$ cat src/rtl/core/coordinate_hashed_lcg_random_unit_macros.svh
// Assertion macros, clocked on clk and disabled while rst_n is low.
`ifndef COORDINATE_HASHED_LCG_RANDOM_UNIT_MACROS_SVH
`define COORDINATE_HASHED_LCG_RANDOM_UNIT_MACROS_SVH

`ifndef ASSERT_OFF
`define CHL_ASSERT(lbl, cond, msg) \
  lbl: assert property (@(posedge clk) disable iff (!rst_n) (cond)) else $error(msg);
`define CHL_ASSERT_NEXT(lbl, ante, cons, msg) \
  lbl: assert property (@(posedge clk) disable iff (!rst_n) (ante) |=> (cons)) \
    else $error(msg);
`else
`define CHL_ASSERT(lbl, cond, msg)
`define CHL_ASSERT_NEXT(lbl, ante, cons, msg)
`endif

`endif

$ cat src/rtl/core/chlcg_pkg.sv
package chlcg_pkg;

  localparam int unsigned SEED_W = 48;
  localparam int unsigned COORD_W = 32;
  localparam int unsigned OUT_W = 64;
  localparam int unsigned CMD_W = 3;

  localparam logic [SEED_W-1:0] LCG_MUL = 48'h0005_DEEC_E66D;
  localparam logic [SEED_W-1:0] LCG_ADD = 48'd11;
  localparam logic [15:0] X_WEIGHT = 16'd49632;
  localparam logic [18:0] Y_WEIGHT = 19'd325176;

  typedef enum logic [CMD_W-1:0] {
    CMD_BYTE   = 3'd0,
    CMD_SHORT  = 3'd1,
    CMD_INT    = 3'd2,
    CMD_LONG   = 3'd3,
    CMD_FLOAT  = 3'd4,
    CMD_DOUBLE = 3'd5
  } cmd_t;

endpackage

$ cat src/rtl/core/coordinate_hashed_lcg_random_unit.sv
// Coordinate noise generator: each transaction carries a grid point and a
// format code and returns one word of random bits derived from the seed
// register and the point, with no state kept between transactions. One
// transaction is taken every clock while in_ready is high; out_valid comes from
// the last of seven register stages (the input stage included). The pipeline
// is set by the two 48-bit LCG
// steps, each split into a partial-product stage and a summing stage, plus
// the coordinate multiply, seed-mix and output-format stages. Each stage
// stalls only when it holds data that the next stage cannot take, so
// bubbles are squeezed out under backpressure. Write cfg_wdata only while
// no transaction is in flight.
`include "coordinate_hashed_lcg_random_unit_macros.svh"

module coordinate_hashed_lcg_random_unit (
  input  logic                                clk,
  input  logic                                rst_n,
  input  logic                                cfg_we,
  input  logic [chlcg_pkg::SEED_W-1:0]        cfg_wdata,
  input  logic                                in_valid,
  output logic                                in_ready,
  input  logic [chlcg_pkg::CMD_W-1:0]         in_cmd,
  input  logic signed [chlcg_pkg::COORD_W-1:0] in_coord_x,
  input  logic signed [chlcg_pkg::COORD_W-1:0] in_coord_y,
  output logic                                out_valid,
  input  logic                                out_ready,
  output logic [chlcg_pkg::OUT_W-1:0]         out_random_bits
);
  import chlcg_pkg::*;

  logic [SEED_W-1:0] seed_r;

  // stage registers
  logic              v1_r, v2_r, v3_r, v4_r, v5_r, v6_r, out_valid_r;
  logic [CMD_W-1:0]  cmd1_r, cmd2_r, cmd3_r, cmd4_r, cmd5_r, cmd6_r, out_cmd_r;
  logic [COORD_W-1:0] px_r, py_r;
  logic [SEED_W-1:0] s_r, pl0_r, s0_r, s0b_r, pl1_r, s0c_r, s1_r;
  logic [23:0]       ph0_r, ph1_r;
  logic [OUT_W-1:0]  out_random_bits_r;

  logic [COORD_W-1:0] px_nxt, py_nxt, off32;
  logic [SEED_W-1:0] s_nxt, pl0_nxt, s0_nxt, pl1_nxt, s1_nxt;
  logic [23:0]       ph0_nxt, ph1_nxt;
  logic [OUT_W-1:0]  out_random_bits_nxt;

  logic en1, en2, en3, en4, en5, en6, en_o;

  // a stage moves when it is empty or the stage after it moves
  assign en_o = !out_valid_r || out_ready;
  assign en6  = !v6_r || en_o;
  assign en5  = !v5_r || en6;
  assign en4  = !v4_r || en5;
  assign en3  = !v3_r || en4;
  assign en2  = !v2_r || en3;
  assign en1  = !v1_r || en2;
  assign in_ready = en1;

  always_comb begin
    px_nxt  = 32'($unsigned(in_coord_x) * X_WEIGHT);
    py_nxt  = 32'($unsigned(in_coord_y) * Y_WEIGHT);
    off32   = px_r + py_r;
    s_nxt   = (seed_r + {{(SEED_W-COORD_W){off32[COORD_W-1]}}, off32}) ^ LCG_MUL;
    // s*MUL mod 2^48 = lo*MUL + (hi*MUL[23:0] << 24)
    pl0_nxt = 48'({24'd0, s_r[23:0]} * LCG_MUL);
    ph0_nxt = 24'(s_r[47:24] * LCG_MUL[23:0]);
    s0_nxt  = pl0_r + {ph0_r, 24'd0} + LCG_ADD;
    pl1_nxt = 48'({24'd0, s0_r[23:0]} * LCG_MUL);
    ph1_nxt = 24'(s0_r[47:24] * LCG_MUL[23:0]);
    s1_nxt  = pl1_r + {ph1_r, 24'd0} + LCG_ADD;
    case (cmd_t'(cmd6_r))
      CMD_BYTE:   out_random_bits_nxt = {56'd0, s0c_r[47:40]};
      CMD_SHORT:  out_random_bits_nxt = {48'd0, s0c_r[47:32]};
      CMD_INT:    out_random_bits_nxt = {32'd0, s0c_r[47:16]};
      CMD_LONG:   out_random_bits_nxt = {s0c_r[47:16], s1_r[47:16]};
      CMD_FLOAT:  out_random_bits_nxt = {40'd0, s0c_r[47:24]};
      // the 26 high bits shifted by 27 and the 27 low bits do not overlap
      CMD_DOUBLE: out_random_bits_nxt = {11'd0, s0c_r[47:22], s1_r[47:21]};
      default:    out_random_bits_nxt = '0;
    endcase
  end

  always_ff @(posedge clk) begin
    if (!rst_n) begin
      seed_r      <= '0;
      v1_r        <= 1'b0;
      v2_r        <= 1'b0;
      v3_r        <= 1'b0;
      v4_r        <= 1'b0;
      v5_r        <= 1'b0;
      v6_r        <= 1'b0;
      out_valid_r <= 1'b0;
    end else begin
      if (cfg_we) begin
        seed_r <= cfg_wdata;
      end
      if (en1)  v1_r        <= in_valid;
      if (en2)  v2_r        <= v1_r;
      if (en3)  v3_r        <= v2_r;
      if (en4)  v4_r        <= v3_r;
      if (en5)  v5_r        <= v4_r;
      if (en6)  v6_r        <= v5_r;
      if (en_o) out_valid_r <= v6_r;
    end
  end

  always_ff @(posedge clk) begin
    if (en1 && in_valid) begin
      cmd1_r <= in_cmd;
      px_r   <= px_nxt;
      py_r   <= py_nxt;
    end
    if (en2 && v1_r) begin
      cmd2_r <= cmd1_r;
      s_r    <= s_nxt;
    end
    if (en3 && v2_r) begin
      cmd3_r <= cmd2_r;
      pl0_r  <= pl0_nxt;
      ph0_r  <= ph0_nxt;
    end
    if (en4 && v3_r) begin
      cmd4_r <= cmd3_r;
      s0_r   <= s0_nxt;
    end
    if (en5 && v4_r) begin
      cmd5_r <= cmd4_r;
      s0b_r  <= s0_r;
      pl1_r  <= pl1_nxt;
      ph1_r  <= ph1_nxt;
    end
    if (en6 && v5_r) begin
      cmd6_r <= cmd5_r;
      s0c_r  <= s0b_r;
      s1_r   <= s1_nxt;
    end
    if (en_o && v6_r) begin
      out_cmd_r         <= cmd6_r;
      out_random_bits_r <= out_random_bits_nxt;
    end
  end

  assign out_valid       = out_valid_r;
  assign out_random_bits = out_random_bits_r;

  // a stalled stage keeps its transaction
  `CHL_ASSERT_NEXT(a_stall_hold, v3_r && !en3, v3_r, "stalled stage dropped a transaction")
  `CHL_ASSERT(a_unused_zero,
              !(out_valid_r && out_cmd_r > CMD_DOUBLE) || out_random_bits_r == '0,
              "unused format code gave nonzero bits")
  `CHL_ASSERT(a_byte_width,
              !(out_valid_r && out_cmd_r == CMD_BYTE) || out_random_bits_r[63:8] == '0,
              "byte format wider than 8 bits")

endmodule
$ cat config.mk
export PLATFORM = sky130hd
export DESIGN_NAME = coordinate_hashed_lcg_random_unit
export DESIGN_NICKNAME = d
export VERILOG_FILES = /design/src/rtl/core/chlcg_pkg.sv /design/src/rtl/core/coordinate_hashed_lcg_random_unit.sv
export VERILOG_INCLUDE_DIRS = /design/src /design/src/rtl/core
export SDC_FILE = /design/constraint.sdc
export NUM_CORES = 2
export LEC_CHECK = 0
export BUFFER_PORTS_ARGS = -buffer_cell sky130_fd_sc_hd__buf_4
export CAP_MARGIN = 15
export CORE_MARGIN = 2
export CORE_UTILIZATION = 35
export CTS_CLUSTER_SIZE = 20
export DETAILED_ROUTE_END_ITERATION = 10
export SETUP_SLACK_MARGIN = 0.3
export SYNTH_ARGS = -nofsm -noshare
export SYNTH_HDL_FRONTEND = slang
export SYNTH_SLANG_ARGS = --single-unit
$ cat constraint.sdc
create_clock -name clk -period 10.07 [get_ports clk]
set_clock_uncertainty 0.2 [all_clocks]
set_input_delay 1.007 -clock clk [delete_from_list [all_inputs] [get_ports clk]]
set_output_delay 1.007 -clock clk [all_outputs]
set_load 0.01 [all_outputs]
==> summary.md <==
| Metric | Value |
|---|---|
| Syn avg cell area | `about 11 um2` |
| Crit. End Element | `register` |
| Layout cell share with drive strength beyond 1 | `between 5 and 6%` |
| Post-CTS setup buffer count | `0` |
| Top-area cell type share of the netlist area | `between 30% and 40%` |
| I/O Buffers | `~180` |
| Crit-path cells | `fa_1 -> inv_1 -> fa_1 -> fa_1 -> inv_1 -> fa_1 -> fa_1 -> fa_1 -> inv_1 -> fa_1 -> inv_1 -> ha_1 -> and3_1 -> and3_1 -> nand3_1 -> a21oi_1 -> nor3_1 -> o31ai_1 -> a32oi_1 -> a31oi_1 -> and4_1 -> nor3_1` |
| DRT antenna net count | `0` |
| Synth cell count leaders | `1,706 x inv_1, 1,139 x fa_1, 956 x ha_1` |
| CTS tree | `done` |
| Critical path's largest stage delay | `800 ps` |
| Distinct cells, synth | `85` |
| RSZ-0062 raised after global routing | `false` |
| # IOs | `186` |
| Htree depth | `3` |
| Core Region | `between 150,000 and 200,000 um2` |
| Least-Margin Pin Slew | `around 940 ps` |
| Synth Register Bits | `about 530` |
| Average wire per standard cell | `roughly 19 um` |
| Post-CTS sizing | `0` |
| Clk Latency, worst-skew pair | `about 700 ps` |
| Die ar. | `approximately 200,000 um2` |
| Synthesized Nets | `8,527` |
| Top FF cell, synth | `edfxtp_1` |
| Fillcell total | `between 15,000 and 20,000` |
| Max-Cap Viols | `0` |
| Max Slew Vio Count | `0` |
| CP most frequent cell | `fa_1` |
| Vias in the first global route | `47,840` |
| Family with the most delay on the worst path | `adder cells` |
| Root buf cell | `clkbuf_16` |
| Global-route wire length before repair | `roughly 280,000 um` |
| Kind of critical path | `register to register` |
| DP Area | `~74,000 um2` |
| DRT iter0 DRCs | `between 2,000 and 2,500` |
| Nets@finish | `8,742` |
| Cts hold-fix bufs | `0` |
| Peak Freq | `127.1 MHz` |
| Status | `finished, final reports clean` |
| Sequential area share after synthesis | `approximately 22%` |
| Post-DP HPWL | `151,800 um` |
| Number of enable flip-flop cells after synthesis | `roughly 470` |
| Slowest cell on the critical path | `fa_1` |
| Flop2flop setup slack | `roughly 2200 ps` |
| Largest net degree at the start of global routing | `80` |
| Drc violations | `0` |
| Final period util | `78.13%` |
| Startpoint types | `register` |
| # setup viols final | `0` |
| Synth Warn # | `0` |
| CP max FO | `8` |
| Top post-synthesis cells by area | `fa_1 33%, edfxtp_1 20%, ha_1 17%` |
| Reg clk slew, reported paths | `~60 ps` |
| Slew Limit Headroom | `between 30% and 40%` |
| Drt pass-1 iters | `5` |
| Rows | `163` |
| Final Cell Area | `76,360 um2` |
| CP Data Required Time | `10,270 ps` |
| CP arrival | `around 8100 ps` |
| Routability cong. | `0.9693` |
| Final hold violations | `0` |
| Core Util, Final | `roughly 39%` |
| Initial antenna violation count | `3` |
| GR Overflow Total | `0` |
| Vias | `43,277` |
| Die W | `449.7 um` |
| Synth Cell Area | `slightly below 70,000 um2` |
| Initial Util | `35.22%` |
| DR vias/cell | `roughly 4.7` |
| HP Class | `register to register` |
| P&R area growth vs syn | `9.837%` |
| GRT Util Overall | `between 15 and 20%` |
| Die height | `approximately 450 um` |
| Final worst path period need | `7867 ps` |
| CTS buffer count | `66` |
| Post-synthesis cell count | `roughly 6,300` |
| Longest Clk Path Bufs | `3` |
| Yosys top cell by area | `fa_1` |
| CTS sink cnt | `between 500 and 600` |
| CP Buf/Inv Count | `4` |
| Fin Setup TNS | `0 ps` |
| FFs w/ async S/R, synth | `0%` |
| Routed WL | `between 150,000 and 200,000 um` |
| Most frequent cell after synthesis | `inv_1` |
==> layout make-up <==
type | instances | area (um2) | area share, %
clock inverter | 42 | 464.2 | 0.6079
timing repair buffer | 196 | 1471 | 1.927
sequential | 527 | 15270 | 20.00
antenna | 3 | 7.507 | 0.009831
multi-input combinational | 4029 | 47720 | 62.50
inverter | 1707 | 6407 | 8.391
clock buffer | 79 | 1710 | 2.240
tap | 2640 | 3303 | 4.326
==> state kept, by name, summed over array words and instances (netlist names), 27 cells and up <==
signal	flops
s_r	48
out_random_bits	64
s1_r	32
pl0_r	48
s0b_r	34
pl1_r	46
px_r	27
s0_r	48
s0c_r	32
seed_r	48
py_r	29
==> worst paths after layout <==
kind              from        end  cells after the start
max             s_r[2]  pl0_r[47]                     22
min          s0b_r[31]  s0c_r[31]                      0
max reg2reg     s_r[2]  pl0_r[47]                     22
min reg2reg  s0b_r[31]  s0c_r[31]                      0
==> placed cells by master, fill, tap and decap left out, types with 39 or more instances in the layout <==
| cell type | netlist | routed |
|---|---|---|
| a21o_1 | 111 | 111 |
| a21oi_1 | 230 | 229 |
| buf_4 | 0 | 196 |
| clkbuf_16 | 0 | 66 |
| dfxtp_1 | 55 | 55 |
| edfxtp_1 | 472 | 472 |
| fa_1 | 1139 | 1139 |
| ha_1 | 956 | 956 |
| inv_1 | 1706 | 1706 |
| mux2i_1 | 73 | 73 |
| nand2_1 | 151 | 151 |
| nand2b_1 | 44 | 44 |
| nand3_1 | 46 | 46 |
| nor2_1 | 171 | 171 |
| nor2b_1 | 92 | 87 |
| nor3_1 | 43 | 43 |
| o21a_1 | 48 | 48 |
| o21ai_0 | 106 | 106 |
| o21bai_1 | 39 | 39 |
| xnor2_1 | 295 | 295 |
| xor2_1 | 101 | 101 |
==> logic make-up (layout without fill, tap and decap cells) <==
kind of cell	after synthesis	after routing	share of synthesized area, %
compound gates	778	778	7.557
xor+xnor	396	396	4.989
fa+ha+maj	2095	2095	50.00
buf+inv	1756	2024	9.481
flops	527	527	21.97
mux	76	76	1.100
other cells	0	3	0
simple gates	684	684	4.901
==> through the flow <==
stage,setup WS [ps],instances,hold WS (ps)
floorplan,2316,6312,200.3
global placement,2151,9099,203.3
detailed placement,2136,9099,204.5
CTS,2094,9220,212.1
global route,1737,9220,218.7
finish,2203,9223,211.9
==> metal layers <==
layer	global-route usage, %	vias up	share of wire (%)
met3	2.215	231	3.4
met5	0	-	0.025
li1	-	20556	-
met2	31.69	767	50
met4	5.228	6	3.2
met1	22.27	21717	43
Power is not shown: default switching activity piles up to over one toggle a cycle in this logic, so the estimate is an artifact.
